**src/rtl/i2cm_pkg.sv**
```systemverilog
`timescale 1ns / 1ps
`default_nettype none
// ----------------------------------------------------------------------------
// i2cm_pkg
// Shared types and constants for the I2C register master: request codes,
// transaction kinds, sequencer phases and the request/result records.
// ----------------------------------------------------------------------------
package i2cm_pkg;

  // Longest transfer; a larger request length saturates to this
  localparam int unsigned MaxLen = 256;

  // Request codes
  typedef enum logic [1:0] {
    OP_TICK  = 2'd0,
    OP_BEGIN = 2'd1,
    OP_DATA  = 2'd2,
    OP_NONE  = 2'd3
  } opcode_e;

  // Transaction kinds
  typedef enum logic [1:0] {
    MODE_PROBE = 2'd0,
    MODE_WRITE = 2'd1,
    MODE_READ  = 2'd2,
    MODE_NONE  = 2'd3
  } mode_e;

  // Bus sequencer phases
  typedef enum logic [3:0] {
    PH_IDLE    = 4'd0,
    PH_START1  = 4'd1,
    PH_TXADDRW = 4'd2,
    PH_TXREG   = 4'd3,
    PH_WAIT    = 4'd4,
    PH_TXDATA  = 4'd5,
    PH_START2  = 4'd6,
    PH_TXADDRR = 4'd7,
    PH_RX      = 4'd8,
    PH_RXACK   = 4'd9,
    PH_STOP    = 4'd10
  } phase_e;

  // Address byte direction bits
  localparam logic [7:0] AddrWrMask = 8'hFE;
  localparam logic [7:0] AddrRdBit  = 8'h01;

  // One request
  typedef struct packed {
    logic [1:0] opcode;
    logic [1:0] mode;
    logic [7:0] dev_addr;
    logic [7:0] reg_addr;
    logic [8:0] length;
    logic [7:0] wr_byte;
    logic       sda_in;
  } item_t;

  // One result
  typedef struct packed {
    logic       scl_out;
    logic       sda_out;
    logic [7:0] rd_byte;
    logic       rd_valid;
    logic       rd_last;
    logic       data_request;
    logic       busy_res;
    logic       done_res;
    logic       status;
  } result_t;

endpackage
`default_nettype wire

```
**src/rtl/i2c_register_master.sv**
```systemverilog
`timescale 1ns / 1ps
`default_nettype none
// ----------------------------------------------------------------------------
// i2c_register_master
// Bit-level I2C master for probe, register write and register read
// transactions; one tick request stands for one bit-delay period.
//
//   channel  direction  handshake               payload
//   request  in         in_valid_i / in_stall_o opcode, mode, addresses, length,
//                                               wr_byte, sda_in
//   result   out        out_valid_o/out_stall_i line levels, read byte, status
//
// One result per request; each passes the request register, then the result
// register. One request per cycle is sustained while the result is not stalled,
// set by the single-pass sequencer update between the two registers.
// Reset clears the sequencer to idle with both lines released.
// A stalled result holds; the request register keeps accepting until it fills.
// ----------------------------------------------------------------------------
module i2c_register_master (
  input  wire        clk_i,
  input  wire        rst_ni,
  input  wire        in_valid_i,
  output logic       in_stall_o,
  input  wire  [1:0] opcode_i,
  input  wire  [1:0] mode_i,
  input  wire  [7:0] dev_addr_i,
  input  wire  [7:0] reg_addr_i,
  input  wire  [8:0] length_i,
  input  wire  [7:0] wr_byte_i,
  input  wire        sda_in_i,
  output logic       out_valid_o,
  input  wire        out_stall_i,
  output logic       scl_out_o,
  output logic       sda_out_o,
  output logic [7:0] rd_byte_o,
  output logic       rd_valid_o,
  output logic       rd_last_o,
  output logic       data_request_o,
  output logic       busy_res_o,
  output logic       done_res_o,
  output logic       status_o
);

  i2cm_pkg::item_t   item_q;
  i2cm_pkg::result_t res_d, res_q;
  logic in_valid_q, in_valid_d;
  logic out_valid_q, out_valid_d;
  logic accept, adv;

  // Handshake: request moves on when the result register is free or draining
  assign adv        = in_valid_q && (!out_valid_q || !out_stall_i);
  assign in_stall_o = in_valid_q && !adv;
  assign accept     = in_valid_i && !in_stall_o;

  always_comb begin
    in_valid_d  = accept ? 1'b1 : (adv ? 1'b0 : in_valid_q);
    out_valid_d = adv ? 1'b1 : (out_valid_q && out_stall_i);
  end

  always_ff @(posedge clk_i or negedge rst_ni) begin
    if (!rst_ni) begin
      in_valid_q  <= 1'b0;
      out_valid_q <= 1'b0;
    end else begin
      in_valid_q  <= in_valid_d;
      out_valid_q <= out_valid_d;
    end
  end

  // Request register
  always_ff @(posedge clk_i) begin
    if (accept) begin
      item_q.opcode   <= opcode_i;
      item_q.mode     <= mode_i;
      item_q.dev_addr <= dev_addr_i;
      item_q.reg_addr <= reg_addr_i;
      item_q.length   <= length_i;
      item_q.wr_byte  <= wr_byte_i;
      item_q.sda_in   <= sda_in_i;
    end
  end

  // Sequencer
  i2cm_engine u_engine (
    .clk_i  (clk_i),
    .rst_ni (rst_ni),
    .adv_i  (adv),
    .item_i (item_q),
    .res_o  (res_d)
  );

  // Result register
  always_ff @(posedge clk_i) begin
    if (adv) begin
      res_q <= res_d;
    end
  end

  assign out_valid_o    = out_valid_q;
  assign scl_out_o      = res_q.scl_out;
  assign sda_out_o      = res_q.sda_out;
  assign rd_byte_o      = res_q.rd_byte;
  assign rd_valid_o     = res_q.rd_valid;
  assign rd_last_o      = res_q.rd_last;
  assign data_request_o = res_q.data_request;
  assign busy_res_o     = res_q.busy_res;
  assign done_res_o     = res_q.done_res;
  assign status_o       = res_q.status;

endmodule
`default_nettype wire

```
**src/rtl/i2cm_engine.sv**
```systemverilog
`timescale 1ns / 1ps
`default_nettype none
// ----------------------------------------------------------------------------
// i2cm_engine
// Bus sequencer state and its single-pass update: given the request that is
// advancing, computes the next line levels, counters and the result record.
// ----------------------------------------------------------------------------
module i2cm_engine (
  input  wire                 clk_i,
  input  wire                 rst_ni,
  input  wire                 adv_i,
  input  wire i2cm_pkg::item_t item_i,
  output i2cm_pkg::result_t   res_o
);

  i2cm_pkg::phase_e phase_q, phase_d;
  logic [1:0] substep_q, substep_d;
  logic [3:0] bit_count_q, bit_count_d;
  logic [7:0] shift_q, shift_d;
  logic [8:0] byte_count_q, byte_count_d;
  logic [7:0] saved_addr_q, saved_addr_d;
  logic [7:0] saved_reg_q, saved_reg_d;
  logic [8:0] saved_len_q, saved_len_d;
  logic [1:0] saved_mode_q, saved_mode_d;
  logic       scl_q, scl_d;
  logic       sda_q, sda_d;
  logic       nack_q, nack_d;

  logic [9:0] bc_inc;
  logic       is_last;
  logic [3:0] bit_inc;
  logic [7:0] rx_shift;
  logic [8:0] sat_len;

  assign bc_inc   = {1'b0, byte_count_q} + 10'd1;
  assign is_last  = (bc_inc == {1'b0, saved_len_q});
  assign bit_inc  = bit_count_q + 4'd1;
  assign rx_shift = {shift_q[6:0], item_i.sda_in};
  assign sat_len  = ({23'd0, item_i.length} > i2cm_pkg::MaxLen) ?
                    i2cm_pkg::MaxLen[8:0] : item_i.length;

  // Next state and result for the advancing request
  always_comb begin
    phase_d      = phase_q;
    substep_d    = substep_q;
    bit_count_d  = bit_count_q;
    shift_d      = shift_q;
    byte_count_d = byte_count_q;
    saved_addr_d = saved_addr_q;
    saved_reg_d  = saved_reg_q;
    saved_len_d  = saved_len_q;
    saved_mode_d = saved_mode_q;
    scl_d        = scl_q;
    sda_d        = sda_q;
    nack_d       = nack_q;
    res_o        = '0;

    case (i2cm_pkg::opcode_e'(item_i.opcode))
      i2cm_pkg::OP_BEGIN: begin
        if (phase_q == i2cm_pkg::PH_IDLE &&
            item_i.mode != i2cm_pkg::MODE_NONE) begin
          saved_mode_d = item_i.mode;
          saved_addr_d = item_i.dev_addr;
          saved_reg_d  = item_i.reg_addr;
          saved_len_d  = sat_len;
          byte_count_d = '0;
          nack_d       = 1'b0;
          bit_count_d  = '0;
          shift_d      = '0;
          phase_d      = i2cm_pkg::PH_START1;
          substep_d    = '0;
        end
      end
      i2cm_pkg::OP_DATA: begin
        if (phase_q == i2cm_pkg::PH_WAIT) begin
          phase_d     = i2cm_pkg::PH_TXDATA;
          shift_d     = item_i.wr_byte;
          bit_count_d = '0;
          substep_d   = '0;
        end
      end
      i2cm_pkg::OP_TICK: begin
        case (phase_q)
          // START and repeated START: SDA up, SCL up, SDA down, SCL down
          i2cm_pkg::PH_START1, i2cm_pkg::PH_START2: begin
            case (substep_q)
              2'd0: begin
                sda_d = 1'b1;
                substep_d = 2'd1;
              end
              2'd1: begin
                scl_d = 1'b1;
                substep_d = 2'd2;
              end
              2'd2: begin
                sda_d = 1'b0;
                substep_d = 2'd3;
              end
              default: begin
                scl_d       = 1'b0;
                bit_count_d = '0;
                substep_d   = '0;
                if (phase_q == i2cm_pkg::PH_START1) begin
                  phase_d = i2cm_pkg::PH_TXADDRW;
                  shift_d = saved_addr_q & i2cm_pkg::AddrWrMask;
                end else begin
                  phase_d = i2cm_pkg::PH_TXADDRR;
                  shift_d = saved_addr_q | i2cm_pkg::AddrRdBit;
                end
              end
            endcase
          end
          // Byte transmit: eight bits then the ACK slot
          i2cm_pkg::PH_TXADDRW, i2cm_pkg::PH_TXREG,
          i2cm_pkg::PH_TXDATA, i2cm_pkg::PH_TXADDRR: begin
            if (bit_count_q < 4'd8) begin
              case (substep_q)
                2'd0: begin
                  sda_d = shift_q[7];
                  substep_d = 2'd1;
                end
                2'd1: begin
                  scl_d = 1'b1;
                  substep_d = 2'd2;
                end
                default: begin
                  scl_d       = 1'b0;
                  shift_d     = {shift_q[6:0], 1'b0};
                  bit_count_d = bit_inc;
                  substep_d   = '0;
                end
              endcase
            end else begin
              case (substep_q)
                2'd0: begin
                  sda_d = 1'b1;
                  substep_d = 2'd1;
                end
                2'd1: begin
                  scl_d     = 1'b1;
                  nack_d    = item_i.sda_in;
                  substep_d = 2'd2;
                end
                default: begin
                  scl_d     = 1'b0;
                  substep_d = '0;
                  if (nack_q) begin
                    phase_d = i2cm_pkg::PH_STOP;
                  end else begin
                    case (phase_q)
                      i2cm_pkg::PH_TXADDRW: begin
                        if (saved_mode_q == i2cm_pkg::MODE_PROBE) begin
                          phase_d = i2cm_pkg::PH_STOP;
                        end else begin
                          phase_d     = i2cm_pkg::PH_TXREG;
                          shift_d     = saved_reg_q;
                          bit_count_d = '0;
                        end
                      end
                      i2cm_pkg::PH_TXREG: begin
                        if (saved_mode_q == i2cm_pkg::MODE_WRITE) begin
                          byte_count_d = '0;
                          phase_d = (saved_len_q != '0) ? i2cm_pkg::PH_WAIT :
                                                          i2cm_pkg::PH_STOP;
                        end else begin
                          phase_d = i2cm_pkg::PH_START2;
                        end
                      end
                      i2cm_pkg::PH_TXDATA: begin
                        byte_count_d = bc_inc[8:0];
                        phase_d = (bc_inc < {1'b0, saved_len_q}) ?
                                  i2cm_pkg::PH_WAIT : i2cm_pkg::PH_STOP;
                      end
                      default: begin
                        // address with read sent
                        byte_count_d = '0;
                        if (saved_len_q == '0) begin
                          phase_d = i2cm_pkg::PH_STOP;
                        end else begin
                          phase_d     = i2cm_pkg::PH_RX;
                          shift_d     = '0;
                          bit_count_d = '0;
                        end
                      end
                    endcase
                  end
                end
              endcase
            end
          end
          // Receive bit: SCL low with SDA released, then SCL up and sample
          i2cm_pkg::PH_RX: begin
            if (substep_q == 2'd0) begin
              scl_d     = 1'b0;
              sda_d     = 1'b1;
              substep_d = 2'd1;
            end else begin
              scl_d       = 1'b1;
              shift_d     = rx_shift;
              bit_count_d = bit_inc;
              substep_d   = '0;
              if (bit_inc >= 4'd8) begin
                res_o.rd_valid = 1'b1;
                res_o.rd_byte  = rx_shift;
                res_o.rd_last  = is_last;
                phase_d        = i2cm_pkg::PH_RXACK;
              end
            end
          end
          // Master ACK, or NACK on the last byte
          i2cm_pkg::PH_RXACK: begin
            case (substep_q)
              2'd0: begin
                scl_d     = 1'b0;
                sda_d     = is_last;
                substep_d = 2'd1;
              end
              2'd1: begin
                scl_d     = 1'b1;
                substep_d = 2'd2;
              end
              default: begin
                scl_d        = 1'b0;
                byte_count_d = bc_inc[8:0];
                substep_d    = '0;
                if (bc_inc >= {1'b0, saved_len_q}) begin
                  phase_d = i2cm_pkg::PH_STOP;
                end else begin
                  phase_d     = i2cm_pkg::PH_RX;
                  shift_d     = '0;
                  bit_count_d = '0;
                end
              end
            endcase
          end
          // STOP: SDA down, SCL up, SDA up
          i2cm_pkg::PH_STOP: begin
            case (substep_q)
              2'd0: begin
                sda_d = 1'b0;
                substep_d = 2'd1;
              end
              2'd1: begin
                scl_d = 1'b1;
                substep_d = 2'd2;
              end
              default: begin
                sda_d          = 1'b1;
                res_o.done_res = 1'b1;
                res_o.status   = nack_q;
                phase_d        = i2cm_pkg::PH_IDLE;
                substep_d      = '0;
              end
            endcase
          end
          default: begin
            // idle and waiting for data: lines hold
          end
        endcase
      end
      default: begin
      end
    endcase

    res_o.scl_out      = scl_d;
    res_o.sda_out      = sda_d;
    res_o.data_request = (phase_d == i2cm_pkg::PH_WAIT);
    res_o.busy_res     = (phase_d != i2cm_pkg::PH_IDLE);
  end

  // State registers, updated only when a request advances
  always_ff @(posedge clk_i or negedge rst_ni) begin
    if (!rst_ni) begin
      phase_q      <= i2cm_pkg::PH_IDLE;
      substep_q    <= '0;
      bit_count_q  <= '0;
      shift_q      <= '0;
      byte_count_q <= '0;
      saved_addr_q <= '0;
      saved_reg_q  <= '0;
      saved_len_q  <= '0;
      saved_mode_q <= '0;
      scl_q        <= 1'b1;
      sda_q        <= 1'b1;
      nack_q       <= 1'b0;
    end else if (adv_i) begin
      phase_q      <= phase_d;
      substep_q    <= substep_d;
      bit_count_q  <= bit_count_d;
      shift_q      <= shift_d;
      byte_count_q <= byte_count_d;
      saved_addr_q <= saved_addr_d;
      saved_reg_q  <= saved_reg_d;
      saved_len_q  <= saved_len_d;
      saved_mode_q <= saved_mode_d;
      scl_q        <= scl_d;
      sda_q        <= sda_d;
      nack_q       <= nack_d;
    end
  end

endmodule
`default_nettype wire
```
**config.mk**
```make
export PLATFORM = sky130hd
export DESIGN_NAME = i2c_register_master
export DESIGN_NICKNAME = d
export VERILOG_FILES = /design/src/rtl/i2cm_pkg.sv /design/src/rtl/i2c_register_master.sv /design/src/rtl/i2cm_engine.sv
export SDC_FILE = /design/constraint.sdc
export NUM_CORES = 1
export LEC_CHECK = 0
export BUFFER_PORTS_ARGS = -buffer_cell sky130_fd_sc_hd__buf_2
export CAP_MARGIN = 20
export CORE_UTILIZATION = 55
export CTS_CLUSTER_SIZE = 40
export DETAILED_ROUTE_END_ITERATION = 10
export PLACE_DENSITY = 0.86
export SYNTH_ARGS = -nofsm -noshare
export SYNTH_HDL_FRONTEND = slang
export SYNTH_HIERARCHICAL = 1
export SYNTH_SLANG_ARGS = --single-unit
```
**constraint.sdc**
```tcl
create_clock -name clk_i -period 4.6 [get_ports clk_i]
set_input_delay 0.23 -clock clk_i [delete_from_list [all_inputs] [get_ports clk_i]]
set_output_delay 0.23 -clock clk_i [all_outputs]
set_load 0.05 [all_outputs]
```
==> out/summary.txt <==
=====================================================================================
Outcome                                                                  finished, violations left
Violations in the final reports                                          negative hold slack
Grt total ovfl                                                                      0
Post-route fraction of the period consumed by the critical path                 76.7%
Most common cell after layout, fill and taps aside                       sky130_fd_sc_hd__buf_2
Number of input and output port buffers inserted                                   58
Num rows                                                                           36
Vias in the first global route                                                   4046
Top library cells by usage in the layout, fill and taps aside            sky130_fd_sc_hd__buf_2, sky130_fd_sc_hd__dfrtp_1, sky130_fd_sc_hd__edfxtp_1
Setup repair bufs after CTS                                                         0
Antenna Cells                                                                       0
Number of clock buffers inserted by TritonCTS                                       9
Largest net degree at the start of global routing                                  59
Met1 global-route usage                                                         32.1%
Synth Warn #                                                                        6
Highest net fanout along the worst path                                            22
Area of the core region                                                      9820 µm²
Crit end category                                                           flip-flop
Per-cell via count in the routed design                                          6.02
Largest stage delay, worst path                                               0.50 ns
Post-layout minimum cycle time                                                3.53 ns
Post-layout net count                                                             628
Worst-Margin Slew                                                            0.840 ns
Leakage power of the design                                                0.00264 µW
Fraction of layout instances using a drive strength above 1                     22.0%
Final antenna-violating net count                                                   0
Data arrival at the endpoint of the critical path                             3.79 ns
Setup TNS                                                                        0 ns
Summed area of non-filler cells in the final layout                          6220 µm²
Effective utilization at floorplan                                              57.2%
Number of gates resized after CTS                                                   0
Clock-pin slew of the registers on the worst-case setup and hold paths        0.12 ns
Final worst hold slack                                                     -0.0299 ns
Root buffer cell                                                         sky130_fd_sc_hd__clkbuf_8
Routing layer with the top usage in global route                                 met2
Number of antenna violations at the first check in global routing                   0
Areal power density over the cells                                         423 nW/µm²
Kind of critical path                                                         reg2reg
Number of top-level pins                                                           60
CTS sink count                                                                    111
First DRT Iteration DRCs                                                          312
Width of the die                                                               103 µm
Synthesized instance count                                                        518
Clock Path Buffers                                                                  2
Data required time at the worst endpoint                                      4.86 ns
Most numerous cell on the critical path                                  sky130_fd_sc_hd__o31ai_1
Number of standard cells in the layout, taps in and fillers out                   706
Global placement routability congestion                                         0.915
Final Slew Violations                                                               0
Number of max-cap violations                                                        0
Chain of cells forming the critical path                                 nand4_1 -> or2_2 -> nor2_1 -> xnor2_1 -> inv_1 -> ha_1 -> a21o_1 -> a211o_1 -> o31ai_1 -> a41oi_1 -> buf_4 -> o21ai_0 -> o31ai_1
Max-Slew Margin vs Limit                                                        43.6%
Total number of H-tree levels                                                       3
Post-Route Skew                                                             0.0190 ns
Register-to-register setup slack                                              1.07 ns
Die extent in y                                                                103 µm
Avg WL per Cell                                                               17.4 µm
Placed cell areas                                                            6010 µm²
Met3 track demand over resource in global routing                               4.00%
RSZ-0062 raised after global routing                                            false
Overall fraction of global-route tracks in use                                  24.5%
# placed instances                                                                690
First-pass GRT wire length                                                   19600 µm
Final setup fails                                                                   0
DRC violations left                                                                 0
Cell with the biggest individual delay on the critical path              sky130_fd_sc_hd__o31ai_1
CTS tree                                                                         done
Cts hold-fix bufs                                                                   0
Synthesized area                                                             5620 µm²
Via total after detailed routing                                                 4252
Hold violation total from the final report                                         15
Buffers plus inverters on the worst setup path                                      2
Worst path top cell family by delay                                      compound AO/OA/AOI/OAI gates
Iteration count of the initial detailed-routing pass                                5
Post-synthesis to final-layout area growth                                      10.7%
Mean cell area of the mapped netlist                                         10.9 µm²
Critical Path Source Type                                                   flip-flop
Class of the tightest hold or removal check                                  in2async
GR Layer Usage met2                                                             41.6%
Placed wire-length estimate after detailed placement                          8610 µm
Clock latency reported for the late side of the worst-skew pair               0.38 ns
Die Footprint                                                               10600 µm²
Peak Freq                                                                     284 MHz
Wire length reported by the detailed router                                  12300 µm
Synthesized Nets                                                                  578
Worst IR drop on VDD                                                           321 µV
=====================================================================================
-- worst reg2reg max path, cell delays in order, from the launching register on --
cell and delay [ns]:
sky130_fd_sc_hd__dfrtp_1 0.49, sky130_fd_sc_hd__nand4_1 0.15, sky130_fd_sc_hd__or2_2 0.31, sky130_fd_sc_hd__nor2_1 0.13, sky130_fd_sc_hd__xnor2_1 0.18, sky130_fd_sc_hd__inv_1 0.09
sky130_fd_sc_hd__ha_1 0.32, sky130_fd_sc_hd__a21o_1 0.19, sky130_fd_sc_hd__a211o_1 0.31, sky130_fd_sc_hd__o31ai_1 0.50, sky130_fd_sc_hd__a41oi_1 0.21, sky130_fd_sc_hd__buf_4 0.27
sky130_fd_sc_hd__o21ai_0 0.19, sky130_fd_sc_hd__o31ai_1 0.09
-- final cells by class --
cell class / count / area [µm²]
Fill cell: 811 / 3600
Sequential cell: 111 / 3050
Multi-Input combinational cell: 352 / 2350
Timing Repair Buffer: 63 / 328
Tap cell: 133 / 166
Clock buffer: 9 / 124
Inverter: 31 / 116
Clock inverter: 7 / 88.8
-- sequential cells by signal, indices dropped and copies added (netlist names), 2 cells and up --
register and count:
item_q 37, u_engine/saved_len_q 9, u_engine/phase_q 4, u_engine/bit_count_q 4
u_engine/saved_reg_q 8, u_engine/substep_q 2, u_engine/saved_mode_q 2, u_engine/shift_q 8
u_engine/byte_count_q 9, rd_byte_o 8, u_engine/saved_addr_q 7
-- layer usage --
| layer | vias to the layer above | wire [µm] |
|---|---|---|
| met5 | - | 0 |
| met4 | 0 | 207 |
| met3 | 25 | 777 |
| met2 | 185 | 6090 |
| met1 | 2050 | 5210 |
| li1 | 1992 | - |
-- worst paths after layout --
check                                           end  cells past startpoint                     start
min reg2reg                 u_engine/bit_count_q[2]                      1   u_engine/bit_count_q[2]
max reg2reg                 u_engine/bit_count_q[2]                     13  u_engine/byte_count_q[0]
min in group clk_i                       item_q[29]                      1             dev_addr_i[3]
max in group asynchronous  u_engine/byte_count_q[4]                      2                    rst_ni
max                         u_engine/bit_count_q[2]                     13  u_engine/byte_count_q[0]
min                             u_engine/phase_q[3]                      2                    rst_ni
-- stage by stage --
step	util, %	total power (µW)	setup WS, ns	hold WS [ns]
floorplan	-	1800	0.899	-0.0656
global placement	61.2	1980	1.22	0.406
detailed placement	61.2	2020	1.19	0.408
CTS	63.4	2620	1.15	0.00511
global route	63.4	2750	0.892	0.00120
finish	63.4	2630	1.07	-0.0299
-- where the power goes --
part,internal [µW],total (µW),leakage [µW],switching (µW)
logic,252,742,0.00123,490
registers,1150,1280,0.00129,130
clock network,228,609,0.000107,381
total,1630,2630,0.00264,1000
No activity file was read; power rests on OpenSTA's default activity.
